$ cat src/design/fmg_pkg.sv
// Shared types and constants for the focus mask grayscale block.
package fmg_pkg;

	// Register indexes on the configuration port.
	localparam int REG_IDX_W = 3;
	localparam logic [REG_IDX_W-1:0] REG_FOCUS_COUNT = 3'd0;
	localparam logic [REG_IDX_W-1:0] REG_FOCUS_FIRST = 3'd1;

	localparam int CFG_DATA_W = 48;
	localparam int COUNT_W = 3;
	// cx[15:0], cy[31:16], radius[46:32]
	localparam int CIRCLE_W = 47;

	localparam int FOCUS_SLOTS_DEFAULT = 7;

	// BT.601 luma weights in Q16, summing to 65536.
	localparam logic [14:0] LUMA_WR = 15'd19595;
	localparam logic [15:0] LUMA_WG = 16'd38470;
	localparam logic [12:0] LUMA_WB = 13'd7471;

	typedef struct packed {
		logic [14:0] x;
		logic [14:0] y;
		logic [7:0]  red;
		logic [7:0]  green;
		logic [7:0]  blue;
		logic [7:0]  luma;
		logic        hit;
	} fmg_item_t;

	typedef struct packed {
		logic advance;
		logic write;
		logic enable;
	} fmg_ctl_t;

endpackage

$ cat src/design/fmg_luma.sv
// Two-stage BT.601 luma unit at the head of the circle chain.
module fmg_luma (
	input  logic             clk,
	input  logic             arst_n,
	input  logic             advance,
	input  logic             up_valid,
	input  logic [14:0]      x,
	input  logic [14:0]      y,
	input  logic [7:0]       red,
	input  logic [7:0]       green,
	input  logic [7:0]       blue,
	output logic             dn_valid,
	output fmg_pkg::fmg_item_t dn_item
);
	import fmg_pkg::*;

	logic        valid_s1;
	logic        valid_s2;
	logic [22:0] prod_r_s1;
	logic [23:0] prod_g_s1;
	logic [20:0] prod_b_s1;
	fmg_item_t   item_s1;
	fmg_item_t   item_s2;
	fmg_item_t   item_luma;
	logic [23:0] sum;

	always_ff @(posedge clk or negedge arst_n) begin
		if (!arst_n) begin
			valid_s1 <= 1'b0;
			valid_s2 <= 1'b0;
		end else if (advance) begin
			valid_s1 <= up_valid;
			valid_s2 <= valid_s1;
		end
	end

	// Weighted channels, one multiplier each.
	always_ff @(posedge clk) begin
		if (advance) begin
			prod_r_s1     <= 23'(red) * 23'(LUMA_WR);
			prod_g_s1     <= 24'(green) * 24'(LUMA_WG);
			prod_b_s1     <= 21'(blue) * 21'(LUMA_WB);
			item_s1.x     <= x;
			item_s1.y     <= y;
			item_s1.red   <= red;
			item_s1.green <= green;
			item_s1.blue  <= blue;
			item_s1.luma  <= 8'd0;
			item_s1.hit   <= 1'b0;
		end
	end

	assign sum = 24'(prod_r_s1) + prod_g_s1 + 24'(prod_b_s1);

	always_comb begin
		item_luma      = item_s1;
		item_luma.luma = sum[23:16];
	end

	always_ff @(posedge clk) begin
		if (advance) begin
			item_s2 <= item_luma;
		end
	end

	assign dn_valid = valid_s2;
	assign dn_item  = item_s2;

endmodule

$ cat config.mk
export PLATFORM = sky130hd
export DESIGN_NAME = fmg_luma
export DESIGN_NICKNAME = d
export VERILOG_FILES = /design/src/design/fmg_pkg.sv /design/src/design/fmg_luma.sv
export SDC_FILE = /design/constraint.sdc
export NUM_CORES = 1
export LEC_CHECK = 0
export BUFFER_PORTS_ARGS = -buffer_cell sky130_fd_sc_hd__clkbuf_2
export CAP_MARGIN = 5
export CORE_UTILIZATION = 57
export DETAILED_ROUTE_END_ITERATION = 10
export PLACE_DENSITY_LB_ADDON = 0.08
export SLEW_MARGIN = 10
export SYNTH_ARGS = -nofsm -noshare
export SYNTH_HDL_FRONTEND = slang
export SYNTH_SLANG_ARGS = --single-unit
$ cat constraint.sdc
create_clock -name clk -period 3.1 [get_ports clk]
set_input_delay 0.31 -clock clk [delete_from_list [all_inputs] [get_ports clk]]
set_output_delay 0.31 -clock clk [all_outputs]
set_load 0.03 [all_outputs]
# Yosys cells after proc, flatten, opt, wreduce, memory -nomap -nowiden

Cells that the tools add are included.

Flip-flop bits (word level): 185
Latch bits: 0
RAM bits: 0
Memory bits (read-only): 0
Bits of input ports: 58
Output and inout port bits: 64
Logic and storage cells: 21
Memories: 0

Add/sub/neg operators: 2
Multipliers: 3
Div/mod/pow operators: 0
Order comparisons: 0
Equality and inequality tests: 0
Shifts and indexed selects: 0
Multiplexer cells: 0
Bitwise gates (word level): 0
Reductions and logical operators: 0

Operators by type and width:

| kind                    | count |
|---|---|
| $mul A8 B15 Y23 const B | 2 |
| $add A23 B24 Y24        | 1 |
| $add A24 B21 Y24        | 1 |
| $mul A8 B13 Y21 const B | 1 |

# Logic depth before layout (Yosys ltp)

Word-level depth: 2
Depth in mapped cells: 16
Gate-level depth less buffers: 16

# Worst setup path after synthesis

OpenSTA, ideal clock, no wires.

Path kind: input to register
Start: input blue[5]
End: register prod_b_s1[18], data pin
Library setup time: 135 ps
Data arrival time: 4211 ps
Data required time: 2965 ps
Path slack: -1247 ps
Stages: 16
Path buffers: 0
Cell sequence: fa_1 > inv_1 > fa_1 > inv_1 > fa_1 > inv_1 > fa_1 > inv_1 > ha_1 > o21a_1 > o21ai_0 > nand2b_1 > a41oi_2 > o21ai_1 > or4_1 > nand3_1

Longest elaborated chain between the ends: 1

Ends and longest elaborated chain:

| element              | RTL line       | text |
|---|---|---|
| from (decl)          | fmg_luma.sv:11 | `input logic [7:0] blue,` |
| $mul A8 B13 Y21      | fmg_luma.sv:42 | `prod_b_s1 <= 21'(blue) * 21'(LUMA_WB);` |
| to (signal assigned) | fmg_luma.sv:42 |  |
| to (decl)            | fmg_luma.sv:21 | `logic [20:0] prod_b_s1;` |

Every way passes these cells.
A chain may end at the register's enable or synchronous reset.

# Final worst setup path

Start: input blue[7]
End: register prod_b_s1[14], data pin

The elaborated chain is that of the path after synthesis.

==> run metrics <==
outcome=finished, violations left; r2r startpoint=prod_r_s1[7]; pin count of the biggest net entering global routing=67; f_max=266.7 MHz; GRT met3 Usage=0.03547; die height=149.3 um; synthesized area=12370 sq um; worst skew pair latency=0.44 ns; Slew @ Worst Pin=0.6064 ns; Die ar.=22300 sq um; critical path's largest stage delay=0.56 ns; Hold WS=0.04501 ns; Final WS setup=-0.6490 ns; GRT Max-Usage Layer=met2; area of the multi-input gates=6989 sq um; I/O Pins=122; GRT met2 Usage=0.4335; register bit count reported by yosys=182; synthesized netlist cell count=937; Placement Setup Slack=-1.124 ns; top-area cell type share of the netlist area=0.4369; Max Cap Viol=0; Hold WC Path Type=in2reg; Post-synth top flop=edfxtp_1; Crit Reg-Reg Endpoint=dn_item[6]; CTS max path bufs=2; NumNets Final=1627; Rel. slew slack=0.5957; CTS tree=built; core area=21150 sq um; top cell type by total area after synthesis=edfxtp_1; GR Util met1=0.3069; Crit Path Class=in2reg; EDFF count, synth=180; Yosys cell types=72; Cell Pwr Density=852.7 nW/um^2; DR iter-0 viols=346; first-pass GRT wire length=41230 um; worst reg-to-reg setup slack=0.06 ns; post-synthesis average cell area=13.20 sq um; GRT Resource Usage Total=0.2424; Worst VDD drop=0.5934 mV; Layout fillers=1319; antenna viol nets, final=0; crit-path cells=buf_8 -> fa_1 -> inv_2 -> fa_1 -> inv_1 -> fa_1 -> inv_1 -> fa_1 -> inv_2 -> ha_4 -> o21a_1 -> o21ai_1 -> nand2b_1 -> a41oi_2 -> buf_4 -> o21bai_1 -> a21oi_2 -> xnor2_1; fin crit share=1.209; Ys Warns=0; row cnt=53; share of cells above drive strength 1=0.3706; CP most frequent cell=fa_1; Final HPWL DP=19930 um; WP buf/inv=6; final setup fails=26; Initial Util=0.5848; Register Area=5455 sq um; Layout area overhead=31.95%; WP data required=3.28 ns; Tmin final=3.749 ns; Final Hold Fails=0; worst reg2reg path depth=9; antenna violations before repair=0; Worst Setup End Kind=flip-flop; DRC=0; Leakage=7.539 nW; CTS Root Cell=clkbuf_16; CTS buffer count=17; Final Wtd Congestion=0.8674; Sink Count=182; dominant cells by area after synthesis=edfxtp_1, ha_1, fa_1, inv_1, xnor2_1; clk_skew=0.02028 ns; die width=149.3 um; final wirelength=25690 um; failing checks=negative setup slack; RSZ-0062 raised after global routing=yes; Top delay family on crit path=adder cells; drt via density=5.273; slowest CP cell=fa_1; worst hold stages=1; Async SR Flop Fraction=0.01099; Min-Delay Endpoint=item_luma[48]; Util after Layout=0.7717; IO buf count=120; hold path startpoint=x[0]; Critical Path AT=3.93 ns; clock-pin slew on the worst setup and hold paths=0.08 ns; via count=8294; crit path max fanout=2; Synth Net Count=1279; post-synthesis sequential area ratio=0.4409; First-pass DRT Iterations=5; vias in the first global route=8555; ant diodes=0; critical path startpoint category=input pin; GR Overflow Total=0; H-tree levels=4; Routed WL per cell=16.33 um; Slew Viols, Final=0
[kinds of logic after synthesis]
group | share of synthesized area
fa+ha+maj | 0.3370
flops | 0.4409
buf+inv | 0.04804
compound gates | 0.08313
simple gates | 0.05259
xor+xnor | 0.03540
mux | 0.002629
other cells | 0.0003031
[cell usage in the layout, fill, tap and decap left out, drive strengths merged, types with 4 or more instances in the layout]
cell    instances
fa             82
nand4           6
nand2b          6
buf           221
nor2b           5
a21oi          47
inv           153
a31oi           6
edfxtp        180
xnor2          39
or2             4
ha            202
and3            6
a21o           20
xor2           11
o21ai          23
nand3          13
and4            4
o211ai          5
o21bai          8
nand2          12
nor3           14
clkinv          7
a211oi          4
clkbuf        132
nor2           30
o311ai          4
or3             5
[what timing repair did]
action,CTS,global route
pin swaps,27,45
hold buffers,1,0
hold endpoints to repair,2,0
setup endpoints to repair,30,37
buffers inserted,7,13
gates resized for setup,24,75
[where the power goes]
group	internal (mW)	total (mW)	leakage, nW	switching [mW]
clock	1.10	2.18	0.290	1.08
sequential	3.55	3.82	1.78	0.263
combinational	3.96	7.92	5.46	3.96
total	8.61	13.9	7.54	5.30
[per-layer routing]
metal  vias up  share of wire
li1       4067              -
met1      4062           0.43
met2       148           0.52
met3        17          0.032
met4         0          0.011
met5         -              0
[cells in the mapped netlist (all sizes together), types with 11 or more instances]
master	n
a21o	20
o21ai	23
fa	82
inv	147
edfxtp	180
nand3	13
a21oi	47
ha	202
nand2	12
nor3	14
nor2	30
xor2	11
xnor2	39
[cell type report]
class | instances | share of cell area
multi-input cells | 601 | 0.4281
clock buffers | 18 | 0.02690
inverters | 147 | 0.03441
flip-flops and latches | 182 | 0.3342
clock inverters | 14 | 0.009811
repair buffers | 336 | 0.1455
well taps | 275 | 0.02108
[sequential cells by signal, indices dropped and copies added (netlist names)]
register and cells:
valid_s1 1, dn_item 62, item_luma 52, prod_r_s1 23, prod_g_s1 22, prod_b_s1 21, dn_valid 1
[how the worst max path moves through the flow]
stage,startpoint,cells past startpoint,end
after floorplan,blue[7],16,prod_b_s1[18]
after global placement,blue[7],17,prod_b_s1[18]
after detailed placement,blue[7],16,prod_b_s1[17]
after CTS,blue[5],17,prod_b_s1[18]
after global routing,blue[7],17,prod_b_s1[18]
final,blue[7],18,prod_b_s1[14]
[through the flow]
step / cells / instance area (sq um) / setup TNS [ns] / power [mW]
3_3_place_gp: 1522 / 15090 / -25.51 / 10.80
5_1_grt: 1573 / 16320 / -11.64 / 15.00
4_1_cts: 1562 / 15870 / -7.784 / 13.36
2_1_floorplan: 937 / 12680 / -11.23 / 8.539
3_5_place_dp: 1522 / 15090 / -26.40 / 10.98
6_report: 1573 / 16320 / -8.497 / 13.92
Power figures use the tool's default switching activity.
