===== src/design/fmg_pkg.sv =====
// Shared types and constants for the focus mask grayscale block.
package fmg_pkg;

	// Register indexes on the configuration port.
	localparam int REG_IDX_W = 3;
	localparam logic [REG_IDX_W-1:0] REG_FOCUS_COUNT = 3'd0;
	localparam logic [REG_IDX_W-1:0] REG_FOCUS_FIRST = 3'd1;

	localparam int CFG_DATA_W = 48;
	localparam int COUNT_W = 3;
	// cx[15:0], cy[31:16], radius[46:32]
	localparam int CIRCLE_W = 47;

	localparam int FOCUS_SLOTS_DEFAULT = 7;

	// BT.601 luma weights in Q16, summing to 65536.
	localparam logic [14:0] LUMA_WR = 15'd19595;
	localparam logic [15:0] LUMA_WG = 16'd38470;
	localparam logic [12:0] LUMA_WB = 13'd7471;

	typedef struct packed {
		logic [14:0] x;
		logic [14:0] y;
		logic [7:0]  red;
		logic [7:0]  green;
		logic [7:0]  blue;
		logic [7:0]  luma;
		logic        hit;
	} fmg_item_t;

	typedef struct packed {
		logic advance;
		logic write;
		logic enable;
	} fmg_ctl_t;

endpackage


===== src/design/fmg_cell.sv =====
// One circle cell: holds one focus circle and tests each passing pixel against it.
module fmg_cell (
	input  logic                          clk,
	input  logic                          arst_n,
	input  fmg_pkg::fmg_ctl_t             ctl,
	input  logic [fmg_pkg::CIRCLE_W-1:0]  circle_data,
	input  logic                          up_valid,
	input  fmg_pkg::fmg_item_t            up_item,
	output logic                          dn_valid,
	output fmg_pkg::fmg_item_t            dn_item
);
	import fmg_pkg::*;

	logic [CIRCLE_W-1:0] circle_q;
	logic signed [17:0]  dx;
	logic signed [17:0]  dy;
	logic [17:0]         dx_neg;
	logic [17:0]         dy_neg;
	logic [15:0]         adx;
	logic [15:0]         ady;
	logic [31:0]         dx_sq;
	logic [31:0]         dy_sq;
	logic [29:0]         r_sq;
	logic                valid_s1;
	logic                valid_s2;
	logic [31:0]         dx_sq_s1;
	logic [31:0]         dy_sq_s1;
	logic [29:0]         r_sq_s1;
	fmg_item_t           item_s1;
	fmg_item_t           item_s2;
	fmg_item_t           item_hit;
	logic [32:0]         dist_sq;
	logic                in_circle;

	always_ff @(posedge clk or negedge arst_n) begin
		if (!arst_n) begin
			circle_q <= '0;
		end else if (ctl.write) begin
			circle_q <= circle_data;
		end
	end

	// |dx| never exceeds 65535, so 16 bits carry the magnitude.
	assign dx = $signed({3'b000, up_item.x}) - $signed({{2{circle_q[15]}}, circle_q[15:0]});
	assign dy = $signed({3'b000, up_item.y}) - $signed({{2{circle_q[31]}}, circle_q[31:16]});
	assign dx_neg = -dx;
	assign dy_neg = -dy;
	assign adx = dx[17] ? dx_neg[15:0] : dx[15:0];
	assign ady = dy[17] ? dy_neg[15:0] : dy[15:0];
	assign dx_sq = 32'(adx) * 32'(adx);
	assign dy_sq = 32'(ady) * 32'(ady);
	assign r_sq  = 30'(circle_q[46:32]) * 30'(circle_q[46:32]);

	always_ff @(posedge clk or negedge arst_n) begin
		if (!arst_n) begin
			valid_s1 <= 1'b0;
			valid_s2 <= 1'b0;
		end else if (ctl.advance) begin
			valid_s1 <= up_valid;
			valid_s2 <= valid_s1;
		end
	end

	assign dist_sq   = {1'b0, dx_sq_s1} + {1'b0, dy_sq_s1};
	assign in_circle = ctl.enable && (dist_sq <= {3'b000, r_sq_s1});

	always_comb begin
		item_hit     = item_s1;
		item_hit.hit = item_s1.hit | in_circle;
	end

	always_ff @(posedge clk) begin
		if (ctl.advance) begin
			dx_sq_s1 <= dx_sq;
			dy_sq_s1 <= dy_sq;
			r_sq_s1  <= r_sq;
			item_s1  <= up_item;
			item_s2  <= item_hit;
		end
	end

	assign dn_valid = valid_s2;
	assign dn_item  = item_s2;

endmodule


===== config.mk =====
export PLATFORM = sky130hd
export DESIGN_NAME = fmg_cell
export DESIGN_NICKNAME = d
export VERILOG_FILES = /design/src/design/fmg_pkg.sv /design/src/design/fmg_cell.sv
export SDC_FILE = /design/constraint.sdc
export NUM_CORES = 2
export LEC_CHECK = 0
export BUFFER_PORTS_ARGS = -buffer_cell sky130_fd_sc_hd__buf_2
export CAP_MARGIN = 40
export CORE_MARGIN = 8
export CORE_UTILIZATION = 45
export CTS_BUF_LIST = sky130_fd_sc_hd__clkbuf_8
export CTS_CLUSTER_DIAMETER = 150
export DETAILED_ROUTE_END_ITERATION = 16
export PLACE_DENSITY = 0.62
export SYNTH_ARGS = -nofsm -noshare
export SYNTH_HDL_FRONTEND = slang
export SYNTH_SLANG_ARGS = --single-unit
export TNS_END_PERCENT = 30

===== constraint.sdc =====
create_clock -name clk -period 10.6 [get_ports clk]
set_input_delay 2.12 -clock clk [delete_from_list [all_inputs] [get_ports clk]]
set_output_delay 2.12 -clock clk [all_outputs]
set_load 0.01 [all_outputs]

Word-level counts from Yosys, hierarchy flattened
Cells that the tools add are included.
{ "op_classes": {"n_mul": 3, "bitwise_logic": 1, "n_reduce_logical": 1, "n_shift": 0, "muxes": 2, "eq_ne": 0, "div": 0, "addsub": 5, "order_cmp": 1} }
{ "ops": {"columns": ["cell", "count"], "rows": [
  ["multiplier 16 x 16 -> 32 bit", 2],
  ["subtractor 16 x 16 -> 17 bit", 2],
  ["adder 32 x 32 -> 33 bit", 1],
  ["<= comparator 33 x 30 -> 1 bit", 1],
  ["2-to-1 mux 16 bit", 2],
  ["negator 16 bit", 2],
  ["multiplier 15 x 15 -> 30 bit", 1],
  ["logical AND 1 bit", 1],
  ["OR 1 bit", 1]
]} }
{ "word_totals": {"ff_bits": 269, "romBits": 0, "n_memories": 0, "mem_bits_rw": 0, "inputBits": 116, "latchBits": 0, "output_inout_bits": 64} }

Depth between registers and ports, before layout
{ "depth": {"depth_word": 4, "mapped_depth": 38, "depth_no_buf": 37} }

Worst setup path before layout
OpenSTA, ideal clock, no wires.
{ "synth_path": {"path_kind": "input to register", "start": "input up_item[33] (netlist name)", "end": "register dy_sq_s1[31], data pin", "t_arrival_ns": 10.132, "path_stages": 31, "setup_time_ns": 0.268, "path_slack_ns": 0.200, "path_buffers": 0, "path_cell_list": "inv_1 ha_1 fa_1 nand2b_1 a211oi_1 nor4_1 a211oi_1 nand4b_1 or3_1 o21ai_1 xor2_1 inv_2 nand2_1 fa_1 fa_1 inv_1 fa_1 fa_1 fa_1 fa_1 ha_1 a21o_1 a21o_1 a21oi_1 o31ai_1 nand2_1 a31oi_1 a41o_1 o31ai_1 o2bb2ai_1 xnor3_1"} }
{ "synth_via": {"elab_chain_len": 4} }
{ "synth_lines": {"columns": ["item", "line", "rtl"], "rows": [
  ["from (decl)", "fmg_cell.sv:8", "input fmg_pkg::fmg_item_t up_item,"],
  ["subtractor 16 x 16 -> 17 bit (*)", "fmg_cell.sv:45", "assign dy = $signed({3'b000, up_item.y}) - $signed({{2{circle_q[31]}}, circle_q[31:16]});"],
  ["negator 16 bit", "fmg_cell.sv:47", "assign dy_neg = -dy;"],
  ["2-to-1 mux 16 bit (*)", "fmg_cell.sv:49", "assign ady = dy[17] ? dy_neg[15:0] : dy[15:0];"],
  ["multiplier 16 x 16 -> 32 bit (*)", "fmg_cell.sv:51", "assign dy_sq = 32'(ady) * 32'(ady);"],
  ["net dy_sq[31]", "fmg_cell.sv:22", "logic [31:0] dy_sq;"],
  ["to (signal assigned)", "fmg_cell.sv:75", "dy_sq_s1 <= dy_sq;"],
  ["to (decl)", "fmg_cell.sv:27", "logic [31:0] dy_sq_s1;"]
]} }
Mark *: on every way through the listed nets, which the timed path passes. The rest lies on a longest branch.
A chain may end at the register's enable or synchronous reset.

Worst setup path in the final report
{ "layout_path": {"start": "input up_item[33] (netlist name)", "end": "register dy_sq_s1[30], data pin"} }
Same word-level chain as after synthesis.

==> impl_metrics.ini <==
[detailed_routing]
via_count = 23220
ant_nets = 0
drt_iter0_drc = 1138
drc = 0
viasPerCell = 4.980
wl_per_cell_um = 15.36
wl_um = 71590
firstDrtPassIters = 5

[clocking]
path_clk_slew_ns = 0.06
cts-root-buf = clkbuf_8
clock_path_buffers = 3
numCtsBuffers = 51
cts_setup_buffers = 0
cts_sinks = 266
cts_max_level = 2
cts_tree = done
insertion_delay_ns = 0.64

[synth]
synth_area_um2 = 33070
synthCells = 3311
synthFlopType = edfxtp_1
ys_warn_count = 0
syn_area_per_cell_um2 = 9.987
async_flop_share_pct = 18.42
ys_seq_area_share_pct = 23.41
synth_seq_cells = 266
synth_edf_count = 217
synth.net_count = 4265
synth.distinct_cells = 93

[layout]
register_area_um2 = 7742
layout-drive-gt1-share_pct = 13.73
area_growth_syn_to_layout_pct = 13.13
nFillCells = 6870
multi_input_area_um2 = 22290
fin_nets = 4611
final_util_pct = 51.36

[timing]
rsz0062_at_grt = false
report.final.slew_viol_count = 0
setup_viol = 0
worst_slew_margin_rel_pct = 38.83
finalWorstSetupSlack_ns = 0.5379
worst_slew_pin_slew_ns = 0.9176
holdWs_ns = 0.4107
fmax_ghz = 0.09938
min_period_ns = 10.06
fin_crit_sh_pct = 94.93
setup_tns_ns = 0
clock_skew_ns = 0.04023
hold_viol = 0

[setup_path]
cp_max_fo = 11
reg2reg_setup_slack_ns = 1.77
end_kind = flop
cp_slowest_stage_delay_ns = 0.55
cp.required_ns = 10.98
endpoint = dy_sq_s1[30]$_DFFE_PP_
start_kind = input pin
cp_slowest_cell = fa_1
rr_worst_depth = 30
reg2reg_from = circle_q[16]$_DFFE_PN0P_
arrival_ns = 10.44
cp_common_cell = fa_1
cp-startpoint = up_item[33]
r2r-end = dy_sq_s1[31]$_DFFE_PP_
path_class = in -> reg

[placement]
io_buffers = 179
dpl.hpwl_um = 59640
dpl_worst_slack_ns = -0.03359
routabilityCongestion = 0.8819

[floorplanning]
rows = 99
die_area_um2 = 82410
initial_core_util_pct = 45.40
ios = 180
core_um2 = 72830
die_x_um = 287.1
die_h_um = 287.1

[outcome]
status = complete, no violations

[global_routing]
grt_pass1_vias = 24790
grt_max_degree = 97
grt_overflow = 0
antenna_found_initial = 1
grt_pass1_wl_um = 122500
grt.total_usage_pct = 18.00

[run]
maxCapViolations = 0

[min_path]
min_path_type = reg -> reg
whs_path_depth = 0
==> cells by family after synthesis <==
family | after synthesis | synth area share (%)
buf+inv | 807 | 9.202
flops | 266 | 23.41
compound gates | 458 | 9.127
xor+xnor | 170 | 4.768
fa+ha+maj | 838 | 42.27
mux | 21 | 0.7000
simple gates | 751 | 10.52
==> cells in the final DEF, fill, tap and decap left out, drive strengths merged, types with 61 or more instances in the layout <==
cell,n
nor2,257
a21o,74
buf,359
a21oi,132
and2,61
edfxtp,217
o21ai,108
inv,750
ha,373
nand2,239
fa,465
xnor2,118
==> final cells by class <==
cell class	instances	share of cell area (%)
multi-input cells	2238	59.58
flip-flops and latches	266	20.70
inverters	741	7.435
repair buffers	359	6.107
well taps	959	3.208
clock buffers	53	1.950
clock inverters	43	1.007
diodes	3	0.02007
==> worst min-delay path by stage <==
stage	from	to	slack [ns]
finish	item_hit[54]$_DFFE_PP_	dn_item[54]$_DFFE_PP_	0.41
global route	item_hit[17]$_DFFE_PP_	dn_item[17]$_DFFE_PP_	0.42
CTS	item_hit[57]$_DFFE_PP_	dn_item[57]$_DFFE_PP_	0.42
detailed placement	item_hit[45]$_DFFE_PP_	dn_item[45]$_DFFE_PP_	0.40
global placement	item_hit[41]$_DFFE_PP_	dn_item[41]$_DFFE_PP_	0.40
floorplan	item_hit[10]$_DFFE_PP_	dn_item[10]$_DFFE_PP_	0.40
==> critical path: cells and delay by family <==
kind / cells / cell delay [ns]
buffers and inverters: 9 / 0.97
xor gates and xnor gates: 2 / 0.41
and+or+nand+nor: 4 / 0.47
adders and majority gates: 9 / 3.68
AOI/OAI and AO/OA: 13 / 2.76
==> synthesized netlist by cell type (7+ instances only) <==
cell type / n / area [um2]
nor2b_1: 21 / 131.4
mux2_2: 17 / 191.4
nand4_1: 16 / 100.1
and2_1: 61 / 381.6
o211ai_1: 7 / 52.55
o21a_1: 20 / 150.1
or3_1: 9 / 56.30
inv_1: 723 / 2714
nor2_1: 253 / 949.7
edfxtp_1: 217 / 6516
nand2b_1: 31 / 193.9
o21ai_1: 10 / 50.05
inv_2: 13 / 48.80
a21o_1: 74 / 555.5
a211oi_1: 17 / 127.6
xnor2_1: 114 / 998.5
or2_2: 10 / 62.56
fa_1: 465 / 9309
and3_1: 9 / 56.30
or4_1: 8 / 60.06
o21ai_0: 97 / 485.5
a21oi_1: 131 / 655.6
o21bai_1: 19 / 142.6
ha_1: 373 / 4667
clkbuf_1: 60 / 225.2
nor3_1: 32 / 160.2
a31oi_1: 13 / 81.33
nand2_1: 234 / 878.3
dfrtp_1: 49 / 1226
xor2_1: 49 / 429.2
nand3_1: 30 / 150.1
==> flip-flops by register name, summed over array words and instances, names as in the netlist <==
| name | cells |
|---|---|
| valid_s1 | 1 |
| item_s1 | 1 |
| dn_item | 63 |
| item_hit | 62 |
| dy_sq_s1 | 31 |
| r_sq_s1 | 29 |
| circle_q | 47 |
| dx_sq_s1 | 31 |
| dn_valid | 1 |
==> stage by stage <==
step,instances,area (um2)
after floorplan,3311,33070
after global placement,4563,36290
after detailed placement,4563,36290
after CTS,4659,37400
after global routing,4662,37410
final,4662,37410
==> repair_timing <==
item | 4_1_cts | 5_1_grt
endpoints found under the setup margin | 0 | 1
hold buffers | 0 | 0
gates resized for setup | 0 | 1
==> per-layer routing <==
layer / global-route usage [%] / wire (um) / vias to the layer above / share of wire, %
met3: 2.695 / 3298 / 87 / 4.6
li1: - / - / 11330 / -
met4: 4.264 / 1528 / 0 / 2.1
met2: 30.17 / 34050 / 388 / 48
met5: 0 / 0 / - / 0
met1: 24.49 / 32710 / 11410 / 46
Power is left out: the tool's default activity adds up to more than one toggle a clock period on the data nets, which glitch-free logic cannot reach.
